===== config.mk =====
export PLATFORM = sky130hd
export DESIGN_NAME = ordered_list_table
export DESIGN_NICKNAME = d
export VERILOG_FILES = /design/src/rtl/olt_pkg.sv /design/src/rtl/olt_ram.sv /design/src/rtl/olt_datapath.sv /design/src/rtl/olt_ctrl.sv /design/src/rtl/ordered_list_table.sv
export SDC_FILE = /design/constraint.sdc
export NUM_CORES = 1
export LEC_CHECK = 0
export BUFFER_PORTS_ARGS = -buffer_cell sky130_fd_sc_hd__buf_2
export CAP_MARGIN = 20
export CORE_MARGIN = 5
export CORE_UTILIZATION = 35
export CTS_BUF_LIST = sky130_fd_sc_hd__clkbuf_8
export DETAILED_ROUTE_END_ITERATION = 6
export SYNTH_ARGS = -nofsm -noshare
export SYNTH_HDL_FRONTEND = slang
export SYNTH_HIERARCHICAL = 1
export SYNTH_SLANG_ARGS = --single-unit

===== constraint.sdc =====
create_clock -name i_clk -period 5 [get_ports i_clk]
set_input_delay 0.25 -clock i_clk [delete_from_list [all_inputs] [get_ports i_clk]]
set_output_delay 0.25 -clock i_clk [all_outputs]
set_load 0.05 [all_outputs]

===== src/rtl/olt_pkg.sv =====
package olt_pkg;

    // Request codes
    localparam logic [1:0] MODE_INS_FRONT = 2'd0;
    localparam logic [1:0] MODE_INS_BACK  = 2'd1;
    localparam logic [1:0] MODE_REMOVE    = 2'd2;
    localparam logic [1:0] MODE_FIND      = 2'd3;

    // Result status codes
    localparam logic [1:0] ST_OK       = 2'd0;
    localparam logic [1:0] ST_FULL     = 2'd1;
    localparam logic [1:0] ST_NO_MATCH = 2'd2;

    localparam int VALUE_W = 32;
    localparam int COUNT_W = 5;

    typedef logic [1:0]         t_mode;
    typedef logic [1:0]         t_status;
    typedef logic [VALUE_W-1:0] t_value;

    // Controller to datapath
    typedef struct packed {
        logic    load;       // capture request
        logic    clr_pos;    // restart scan at the front
        logic    inc_pos;    // advance scan position
        logic    rd_next;    // read one place beyond the scan position
        logic    wr_shift;   // write read data back one place toward the front
        logic    ins_front;  // write value before the first entry
        logic    ins_back;   // write value after the last entry
        logic    dec_count;  // drop one entry
        logic    set_result; // capture hit and status
        logic    hit;
        t_status status;
    } t_dp_cmd;

    // Datapath to controller
    typedef struct packed {
        t_mode mode;
        logic  full;      // list holds CAPACITY entries
        logic  pos_end;   // scan position has passed the last entry
        logic  next_end;  // no entry beyond the scan position
        logic  match;     // read data equals the requested value
    } t_dp_stat;

endpackage


===== src/rtl/olt_ram.sv =====
module olt_ram #(
    parameter int WIDTH = 32,
    parameter int DEPTH = 16
) (
    input  logic                                   i_clk,
    input  logic                                   i_we,
    input  logic [((DEPTH > 1) ? $clog2(DEPTH) : 1)-1:0] i_waddr,
    input  logic [WIDTH-1:0]                       i_wdata,
    input  logic [((DEPTH > 1) ? $clog2(DEPTH) : 1)-1:0] i_raddr,
    output logic [WIDTH-1:0]                       o_rdata
);

    logic [WIDTH-1:0] r_mem [DEPTH];
    logic [WIDTH-1:0] r_rdata;

    always_ff @(posedge i_clk) begin
        if (i_we) begin
            r_mem[i_waddr] <= i_wdata;
        end
        r_rdata <= r_mem[i_raddr];
    end

    assign o_rdata = r_rdata;

endmodule


===== src/rtl/olt_datapath.sv =====
module olt_datapath #(
    parameter int CAPACITY = 16
) (
    input  logic              i_clk,
    input  logic              i_rst_n,
    input  olt_pkg::t_dp_cmd  i_cmd,
    input  olt_pkg::t_mode    i_mode,
    input  olt_pkg::t_value   i_value,
    output olt_pkg::t_dp_stat o_stat,
    output logic              o_hit,
    output olt_pkg::t_status  o_status,
    output logic [olt_pkg::COUNT_W-1:0] o_count
);

    localparam int IW = (CAPACITY > 1) ? $clog2(CAPACITY) : 1;
    localparam int CW = $clog2(CAPACITY + 1);
    localparam int SW = CW + 1;

    logic [IW-1:0]    r_front;
    logic [CW-1:0]    r_count;
    logic [CW-1:0]    r_pos;
    olt_pkg::t_mode   r_mode;
    olt_pkg::t_value  r_value;
    logic             r_hit;
    olt_pkg::t_status r_status;

    logic [IW-1:0]   n_front;
    logic [SW-1:0]   rd_sum;
    logic [SW-1:0]   back_sum;
    logic [IW-1:0]   rd_slot;
    logic [IW-1:0]   back_slot;
    logic [IW-1:0]   shift_slot;
    logic [SW-1:0]   shift_sum;
    logic            we;
    logic [IW-1:0]   waddr;
    olt_pkg::t_value wdata;
    olt_pkg::t_value rdata;

    // Ring slot: front plus offset, folded once (front stays below CAPACITY, offset at most CAPACITY)
    always_comb begin
        rd_sum    = SW'(r_front) + SW'(r_pos) + SW'(i_cmd.rd_next);
        back_sum  = SW'(r_front) + SW'(r_count);
        shift_sum = SW'(r_front) + SW'(r_pos);
        rd_slot    = (rd_sum >= SW'(CAPACITY)) ? IW'(rd_sum - SW'(CAPACITY)) : IW'(rd_sum);
        back_slot  = (back_sum >= SW'(CAPACITY)) ? IW'(back_sum - SW'(CAPACITY))
                                                  : IW'(back_sum);
        shift_slot = (shift_sum >= SW'(CAPACITY)) ? IW'(shift_sum - SW'(CAPACITY))
                                                   : IW'(shift_sum);
        n_front    = (r_front == '0) ? IW'(CAPACITY - 1) : r_front - IW'(1);
    end

    always_comb begin
        we    = i_cmd.ins_front | i_cmd.ins_back | i_cmd.wr_shift;
        waddr = shift_slot;
        wdata = rdata;
        if (i_cmd.ins_front) begin
            waddr = n_front;
            wdata = r_value;
        end else if (i_cmd.ins_back) begin
            waddr = back_slot;
            wdata = r_value;
        end
    end

    olt_ram #(
        .WIDTH(olt_pkg::VALUE_W),
        .DEPTH(CAPACITY)
    ) u_ram (
        .i_clk  (i_clk),
        .i_we   (we),
        .i_waddr(waddr),
        .i_wdata(wdata),
        .i_raddr(rd_slot),
        .o_rdata(rdata)
    );

    always_ff @(posedge i_clk) begin
        if (!i_rst_n) begin
            r_front <= '0;
            r_count <= '0;
            r_pos   <= '0;
        end else begin
            if (i_cmd.ins_front) begin
                r_front <= n_front;
            end
            if (i_cmd.ins_front || i_cmd.ins_back) begin
                r_count <= r_count + CW'(1);
            end else if (i_cmd.dec_count) begin
                r_count <= r_count - CW'(1);
            end
            if (i_cmd.clr_pos) begin
                r_pos <= '0;
            end else if (i_cmd.inc_pos) begin
                r_pos <= r_pos + CW'(1);
            end
        end
    end

    always_ff @(posedge i_clk) begin
        if (i_cmd.load) begin
            r_mode  <= i_mode;
            r_value <= i_value;
        end
        if (i_cmd.set_result) begin
            r_hit    <= i_cmd.hit;
            r_status <= i_cmd.status;
        end
    end

    always_comb begin
        o_stat.mode     = r_mode;
        o_stat.full     = (r_count >= CW'(CAPACITY));
        o_stat.pos_end  = (r_pos >= r_count);
        o_stat.next_end = ((SW'(r_pos) + SW'(1)) >= SW'(r_count));
        o_stat.match    = (rdata == r_value);
    end

    assign o_hit    = r_hit;
    assign o_status = r_status;
    assign o_count  = olt_pkg::COUNT_W'(r_count);

endmodule


===== src/rtl/olt_ctrl.sv =====
module olt_ctrl (
    input  logic              i_clk,
    input  logic              i_rst_n,
    input  logic              i_start,
    input  olt_pkg::t_dp_stat i_stat,
    output olt_pkg::t_dp_cmd  o_cmd,
    output logic              o_busy,
    output logic              o_done
);

    localparam logic [2:0] S_IDLE = 3'd0;
    localparam logic [2:0] S_INS  = 3'd1;
    localparam logic [2:0] S_RD   = 3'd2;
    localparam logic [2:0] S_CMP  = 3'd3;
    localparam logic [2:0] S_SHRD = 3'd4;
    localparam logic [2:0] S_SHWR = 3'd5;
    localparam logic [2:0] S_DONE = 3'd6;

    logic [2:0] r_state;
    logic [2:0] n_state;
    logic       is_remove;

    assign is_remove = (i_stat.mode == olt_pkg::MODE_REMOVE);

    always_comb begin
        n_state = r_state;
        o_cmd   = '0;
        case (r_state)
            S_IDLE: begin
                if (i_start) begin
                    o_cmd.load    = 1'b1;
                    o_cmd.clr_pos = 1'b1;
                    n_state       = S_INS;
                end
            end
            S_INS: begin
                // Inserts finish here; remove and find start scanning
                if (i_stat.mode == olt_pkg::MODE_INS_FRONT ||
                    i_stat.mode == olt_pkg::MODE_INS_BACK) begin
                    o_cmd.set_result = 1'b1;
                    if (i_stat.full) begin
                        o_cmd.status = olt_pkg::ST_FULL;
                    end else begin
                        o_cmd.ins_front = (i_stat.mode == olt_pkg::MODE_INS_FRONT);
                        o_cmd.ins_back  = (i_stat.mode == olt_pkg::MODE_INS_BACK);
                    end
                    n_state = S_DONE;
                end else begin
                    n_state = S_RD;
                end
            end
            S_RD: begin
                if (i_stat.pos_end) begin
                    o_cmd.set_result = 1'b1;
                    o_cmd.status     = is_remove ? olt_pkg::ST_NO_MATCH : olt_pkg::ST_OK;
                    n_state          = S_DONE;
                end else begin
                    n_state = S_CMP;
                end
            end
            S_CMP: begin
                if (i_stat.match) begin
                    if (is_remove) begin
                        n_state = S_SHRD;
                    end else begin
                        o_cmd.set_result = 1'b1;
                        o_cmd.hit        = 1'b1;
                        n_state          = S_DONE;
                    end
                end else begin
                    o_cmd.inc_pos = 1'b1;
                    n_state       = S_RD;
                end
            end
            S_SHRD: begin
                // Pull the next entry forward, or drop the tail when none is left
                if (i_stat.next_end) begin
                    o_cmd.dec_count  = 1'b1;
                    o_cmd.set_result = 1'b1;
                    o_cmd.hit        = 1'b1;
                    n_state          = S_DONE;
                end else begin
                    o_cmd.rd_next = 1'b1;
                    n_state       = S_SHWR;
                end
            end
            S_SHWR: begin
                o_cmd.wr_shift = 1'b1;
                o_cmd.inc_pos  = 1'b1;
                n_state        = S_SHRD;
            end
            S_DONE: begin
                n_state = S_IDLE;
            end
            default: begin
                n_state = S_IDLE;
            end
        endcase
    end

    always_ff @(posedge i_clk) begin
        if (!i_rst_n) begin
            r_state <= S_IDLE;
        end else begin
            r_state <= n_state;
        end
    end

    assign o_busy = (r_state != S_IDLE);
    assign o_done = (r_state == S_DONE);

endmodule


===== src/rtl/ordered_list_table.sv =====
// Ordered list of up to CAPACITY signed 32-bit values held as a ring in one
// single-port-write RAM. A request is taken when start is high and busy is low;
// its one result appears on o_hit, o_status and o_count for the single cycle in
// which o_done is high and must be captured then, as there is no way to stall it.
// An insert goes from acceptance through state S_INS to state S_DONE.
// Find and remove walk the list from the front through the RAM's registered read
// port, with a read state and a compare state per entry compared; a remove then
// moves each later entry one place forward with one read and one write per entry.
// Compares and moves together touch at most CAPACITY entries, and busy falls the
// cycle after o_done.
module ordered_list_table #(
    parameter int CAPACITY = 16
) (
    input  logic                              i_clk,
    input  logic                              i_rst_n,
    input  logic                              start,
    output logic                              busy,
    input  olt_pkg::t_mode                    i_mode,
    input  logic signed [olt_pkg::VALUE_W-1:0] i_value,
    output logic                              o_done,
    output logic                              o_hit,
    output olt_pkg::t_status                  o_status,
    output logic [olt_pkg::COUNT_W-1:0]       o_count
);

    olt_pkg::t_dp_cmd  cmd;
    olt_pkg::t_dp_stat stat;

    olt_ctrl u_ctrl (
        .i_clk  (i_clk),
        .i_rst_n(i_rst_n),
        .i_start(start),
        .i_stat (stat),
        .o_cmd  (cmd),
        .o_busy (busy),
        .o_done (o_done)
    );

    olt_datapath #(
        .CAPACITY(CAPACITY)
    ) u_datapath (
        .i_clk   (i_clk),
        .i_rst_n (i_rst_n),
        .i_cmd   (cmd),
        .i_mode  (i_mode),
        .i_value (olt_pkg::t_value'(i_value)),
        .o_stat  (stat),
        .o_hit   (o_hit),
        .o_status(o_status),
        .o_count (o_count)
    );

endmodule


* After elaboration in Yosys (flattened, before gate mapping)
Memory sizes are Yosys's and may differ from the RTL's. A register that Yosys moved wholly into a read port is not among the register bits.
Cells that the tools add are included.
** Operators by class
- Add/subtract/negate cells :: 11
- Order comparisons :: 6
- Eq/ne operators :: 10
- Multiplexer cells :: 42
- Bitwise operators :: 3
- Reductions and logical operators :: 8
** Operators with widths (number)
- 2-to-1 mux 32 bit :: 2
- equality test 32 bit :: 1
- 2-to-1 mux 2 bit :: 12
- 2-to-1 mux 4 bit :: 6
- greater-or-equal comparator 6 x 5 -> 1 bit (second input constant) :: 3
- case mux 3 bit (6 select lines) :: 1
- subtractor 4 x 1 -> 4 bit (second input constant) :: 4
- 2-to-1 mux 3 bit :: 5
- adder 4 x 5 -> 6 bit :: 2
- adder 5 x 1 -> 5 bit (second input constant) :: 2
- 2-to-1 mux 1 bit :: 10
- 2-to-1 mux 5 bit :: 2
- equality test 3 bit (second input constant) :: 3
- adder 5 x 1 -> 6 bit (second input constant) :: 1
- adder 6 x 1 -> 6 bit :: 1
- equality test 3 x 2 -> 1 bit (second input constant) :: 2
- greater-or-equal comparator 6 x 5 -> 1 bit :: 1
- greater-or-equal comparator 5 bit :: 1
- greater-or-equal comparator 5 bit (second input constant) :: 1
- subtractor 5 x 1 -> 5 bit (second input constant) :: 1
- logical NOT 4 bit :: 1
- case mux 1 bit (2 select lines) :: 2
- case mux 1 bit (4 select lines) :: 1
- case mux 2 bit (2 select lines) :: 1
- other kinds (12) :: 14
** Word-level totals
- Register bits :: 54
- Memory bits (writable) :: 512
- Input bits :: 37
- Output and inout port bits :: 10
- Word-level logic and storage cells :: 89
- Memories kept :: 1
** Memory list
- u_datapath.u_ram.r_mem :: depth 16, bits a word 32, rd ports 1, clocked after memory_dff 1, write ports 1, line olt_ram.sv:13 : logic [WIDTH-1:0] r_mem [DEPTH];

* Depth between registers and ports, before layout
- Depth after elaboration :: 8
- Gate-level depth with buffers :: 18

* Hierarchy
Netlist, hierarchy kept.
** Modules (own cells, without submodules)
- olt_ram :: instances 1, cells each 838, area each 19835.3 µm²
- olt_datapath :: instances 1, cells each 269, area each 3200.6 µm²
- olt_ctrl :: instances 1, cells each 43, area each 350.3 µm²

* Least setup slack after synthesis
Ideal clock, no wire load.
- Path kind :: flip-flop to flip-flop
- Start :: register u_datapath.r_count[4], in the netlist u_datapath/o_count[4]
- End :: memory u_datapath.u_ram.r_mem[0][0], enable pin
- Arrival time :: 4.859 ns
- Slack :: -0.320 ns
- Stages on the path, launching flop included :: 11
- Buffers on the path :: 2
- Clock period less this slack :: 5.320 ns
- Path through :: dfxtp_1 > clkbuf_1 > nor4b_1 > buf_6 > nand2_1 > a21oi_1 > nor4_2 > xnor2_1 > o21ai_1 > or3b_2 > nor3_1
** RTL lines
- from (decl) :: line olt_datapath.sv:20 : logic [CW-1:0] r_count;
- from (signal assigned) :: line olt_datapath.sv:87 : r_count <= r_count + CW'(1);
- from (signal assigned) :: line olt_datapath.sv:89 : r_count <= r_count - CW'(1);
- to (decl) :: line olt_ram.sv:13

==> summary.txt <==
GRT
  – First-pass GRT wire length: 79320 um
  – Vias in the first global route: 12160
  – Pin count of the biggest net entering global routing: 58
  – Total track usage: 0.1496
  – Grt ovf: 0
  – Antenna violations before repair: 2

Clocking
  – Clock root buffer: clkbuf_8
  – Worst-Skew Late Latency: 0.67 ns
  – CTS tree: built
  – H-tree depth: 3
  – CTS sink count: 598
  – Clk slew on worst S/H paths: 0.06 ns
  – CTS Buf Count: 96
  – PostCTS Resize Cnt: 0
  – Max clock buf depth: 3
  – Setup bufs post-CTS: 0
  – # hold bufs at CTS: 36

Yosys
  – Syn avg cell area: 20.34 um^2
  – Post-synthesis instance area: 23390 um^2
  – Synthesized instance count: 1150
  – Synth cell count leaders: edfxtp_1 (549), mux4_2 (128), a22oi_1 (64)
  – Top post-synthesis cells by area: edfxtp_1 (70%), mux4_2 (12%), dfxtp_1 (4.2%)
  – Synthesis-stage register bit count: 598
  – Mapped Nets: 1213
  – Most common cell in the synthesized netlist: edfxtp_1
  – EDFF count, synth: 549
  – Async set-reset flop share out of synthesis: 0
  – Yosys cell types: 54
  – Register area share after synthesis: 0.7469
  – Yosys warnings: 6
  – Top cell type's share of synthesized area: 0.7049
  – Top_reg_cell synth: edfxtp_1
  – Cell taking the most area after synthesis: edfxtp_1

Routing
  – DR iter-0 viols: 1080
  – DRC viols: 0
  – Post-DRT Antenna Nets: 0
  – Via Count: 11530
  – WL/cell: 23.85 um
  – DR pass1 iterations: 5
  – Vias per inst: 5.130
  – Total wire length: 53590 um

Cells and area
  – Area Growth Syn to Fin: 16.08%
  – Layout fillers: 5796
  – Layout cell share with drive strength beyond 1: 0.2880
  – Layout Nets: 1371

Die
  – Initial Utilization: 0.3544
  – Die outline width: 268.5 um
  – Core box area: 65980 um^2
  – I/O pin count: 47
  – DIE AREA: 72090 um^2
  – Row cnt: 94
  – Die height: 268.5 um

STA
  – Period utilization: 0.8510
  – Fmax: 235.0 MHz
  – Post-route minimum period: 4.255 ns
  – RSZ-0062 raised after global routing: false
  – Hold Fails Final Rpt: 0
  – Final setup skew: 0.04339 ns
  – Slew headroom: 0.3835
  – Slew of the pin with the lowest slew margin: 0.9213 ns
  – Hold_ws: 0.3037 ns
  – Final Max Slew Viols: 0
  – Final Setup Violations: 0
  – Final setup TNS: 0 ns

Run
  – Max-Cap Viols: 0

Status
  – Status: finished, final reports clean

Power and ir drop
  – Maximum vdd drop: 0.0003507 V
  – PD cells: 565.3 nW/um^2
  – Total leakage power: 8.780 nW

Place
  – Port buffer count: 46
  – Placer congestion estimate: 0.7511
  – HPWL Detailed: 27140 um

Worst hold path
  – Hold/Removal Path Class: input port to flop

Setup path
  – CP Launch Type: flop
  – WP data required: 5.59 ns
  – Worst-path fanout max: 32
  – Crit Path Category: flop to flop
  – CP Capture Type: flop
  – Crit path DAT: 4.85 ns
## worst paths after layout
kind	from	end	slack (ns)	depth (start not counted)
setup / recovery	u_datapath/r_pos[1]$_SDFFE_PP0P_	u_datapath/u_ram/o_rdata[13]$_DFF_P_	0.74	17
hold / removal	i_value[19]	u_datapath/r_value[19]$_DFFE_PP_	0.30	2
setup reg to reg	u_datapath/r_pos[1]$_SDFFE_PP0P_	u_datapath/u_ram/o_rdata[13]$_DFF_P_	0.74	17
hold reg to reg	u_datapath/o_count[3]$_SDFFE_PN0P_	u_datapath/o_count[3]$_SDFFE_PN0P_	0.57	2
## through the flow
| stage | power, W | cell area, um^2 | setup WS [ns] | util | cells |
|---|---|---|---|---|---|
| 2_1_floorplan | 0.01026 | 23410 | 0.5512 | - | 1150 |
| 3_3_place_gp | 0.01141 | 24950 | 0.8993 | 0.3782 | 2037 |
| 3_5_place_dp | 0.01153 | 24950 | 0.7606 | 0.3782 | 2037 |
| 4_1_cts | 0.01554 | 27140 | 0.7292 | 0.4113 | 2245 |
| 5_1_grt | 0.01614 | 27150 | 0.4009 | 0.4114 | 2247 |
| 6_report | 0.01535 | 27150 | 0.7449 | 0.4114 | 2247 |
## kinds of logic after synthesis
family / count (synthesis) / share of synthesized area
flip-flops: 598 / 0.7469
multiplexers: 166 / 0.1413
AND/OR/NAND/NOR: 132 / 0.02857
AO/OA/AOI/OAI: 108 / 0.03424
buffers and inverters: 68 / 0.01466
XOR/XNOR: 52 / 0.01947
adder cells (fa/ha/maj): 26 / 0.01487
## placed cells by master (no fill, tap or decap), types with 33 or more instances in the layout
cell and count:
a22oi_1 64, buf_2 46, clkbuf_8 110, dfxtp_1 49
dlygate4sd3_1 36, edfxtp_1 549, inv_1 50, mux2_2 33
mux4_2 128, nand2_1 43, xor2_1 39
## registers in the layout (all words and copies together), names as in the netlist
signal,flops
u_datapath/r_value,32
u_datapath/o_status,2
u_datapath/u_ram/r_mem,512
u_datapath/u_ram/o_rdata,32
u_datapath/o_count,5
u_ctrl/r_state,3
u_datapath/r_mode,2
u_datapath/r_front,4
u_datapath/o_hit,1
u_datapath/r_pos,5
## where the power goes
group	leakage (nW)	internal (W)	total [W]	switching [W]
combinational	2.34	0.00177	0.00432	0.00255
clock	1.08	0.00210	0.00396	0.00186
sequential	5.37	0.00679	0.00707	0.000280
## metal layers
metal / track usage / wire length [um]
met1: 0.2004 / 22480
met2: 0.2515 / 26550
met3: 0.03139 / 3372
met4: 0.03980 / 1196
met5: 0 / 0
## worst max-delay path: stages, from the launching register on
cell	delay, ns
dfxtp_1	0.48
ha_1	0.31
ha_1	0.27
a21boi_0	0.13
o21a_1	0.18
o21a_1	0.15
o21ai_0	0.14
nand2_1	0.10
nor3_1	0.39
ha_4	0.22
nand2_1	0.05
nor2_1	0.11
xnor2_1	0.09
xnor2_1	0.49
and2_2	0.24
buf_4	0.52
a22oi_1	0.17
nand2_1	0.09
## cell type report
class	instances	area, um^2	share of cell area
Antenna cell	1	2.502	0.00009218
Timing Repair Buffer	115	950.9	0.03503
Inverter	13	48.80	0.001797
Tap cell	864	1081	0.03982
Clock buffer	110	1514	0.05577
Multi-Input combinational cell	484	5774	0.2127
Sequential cell	598	17470	0.6434
Clock inverter	62	309.0	0.01138
Note: power is estimated with default switching activity, not from simulation.
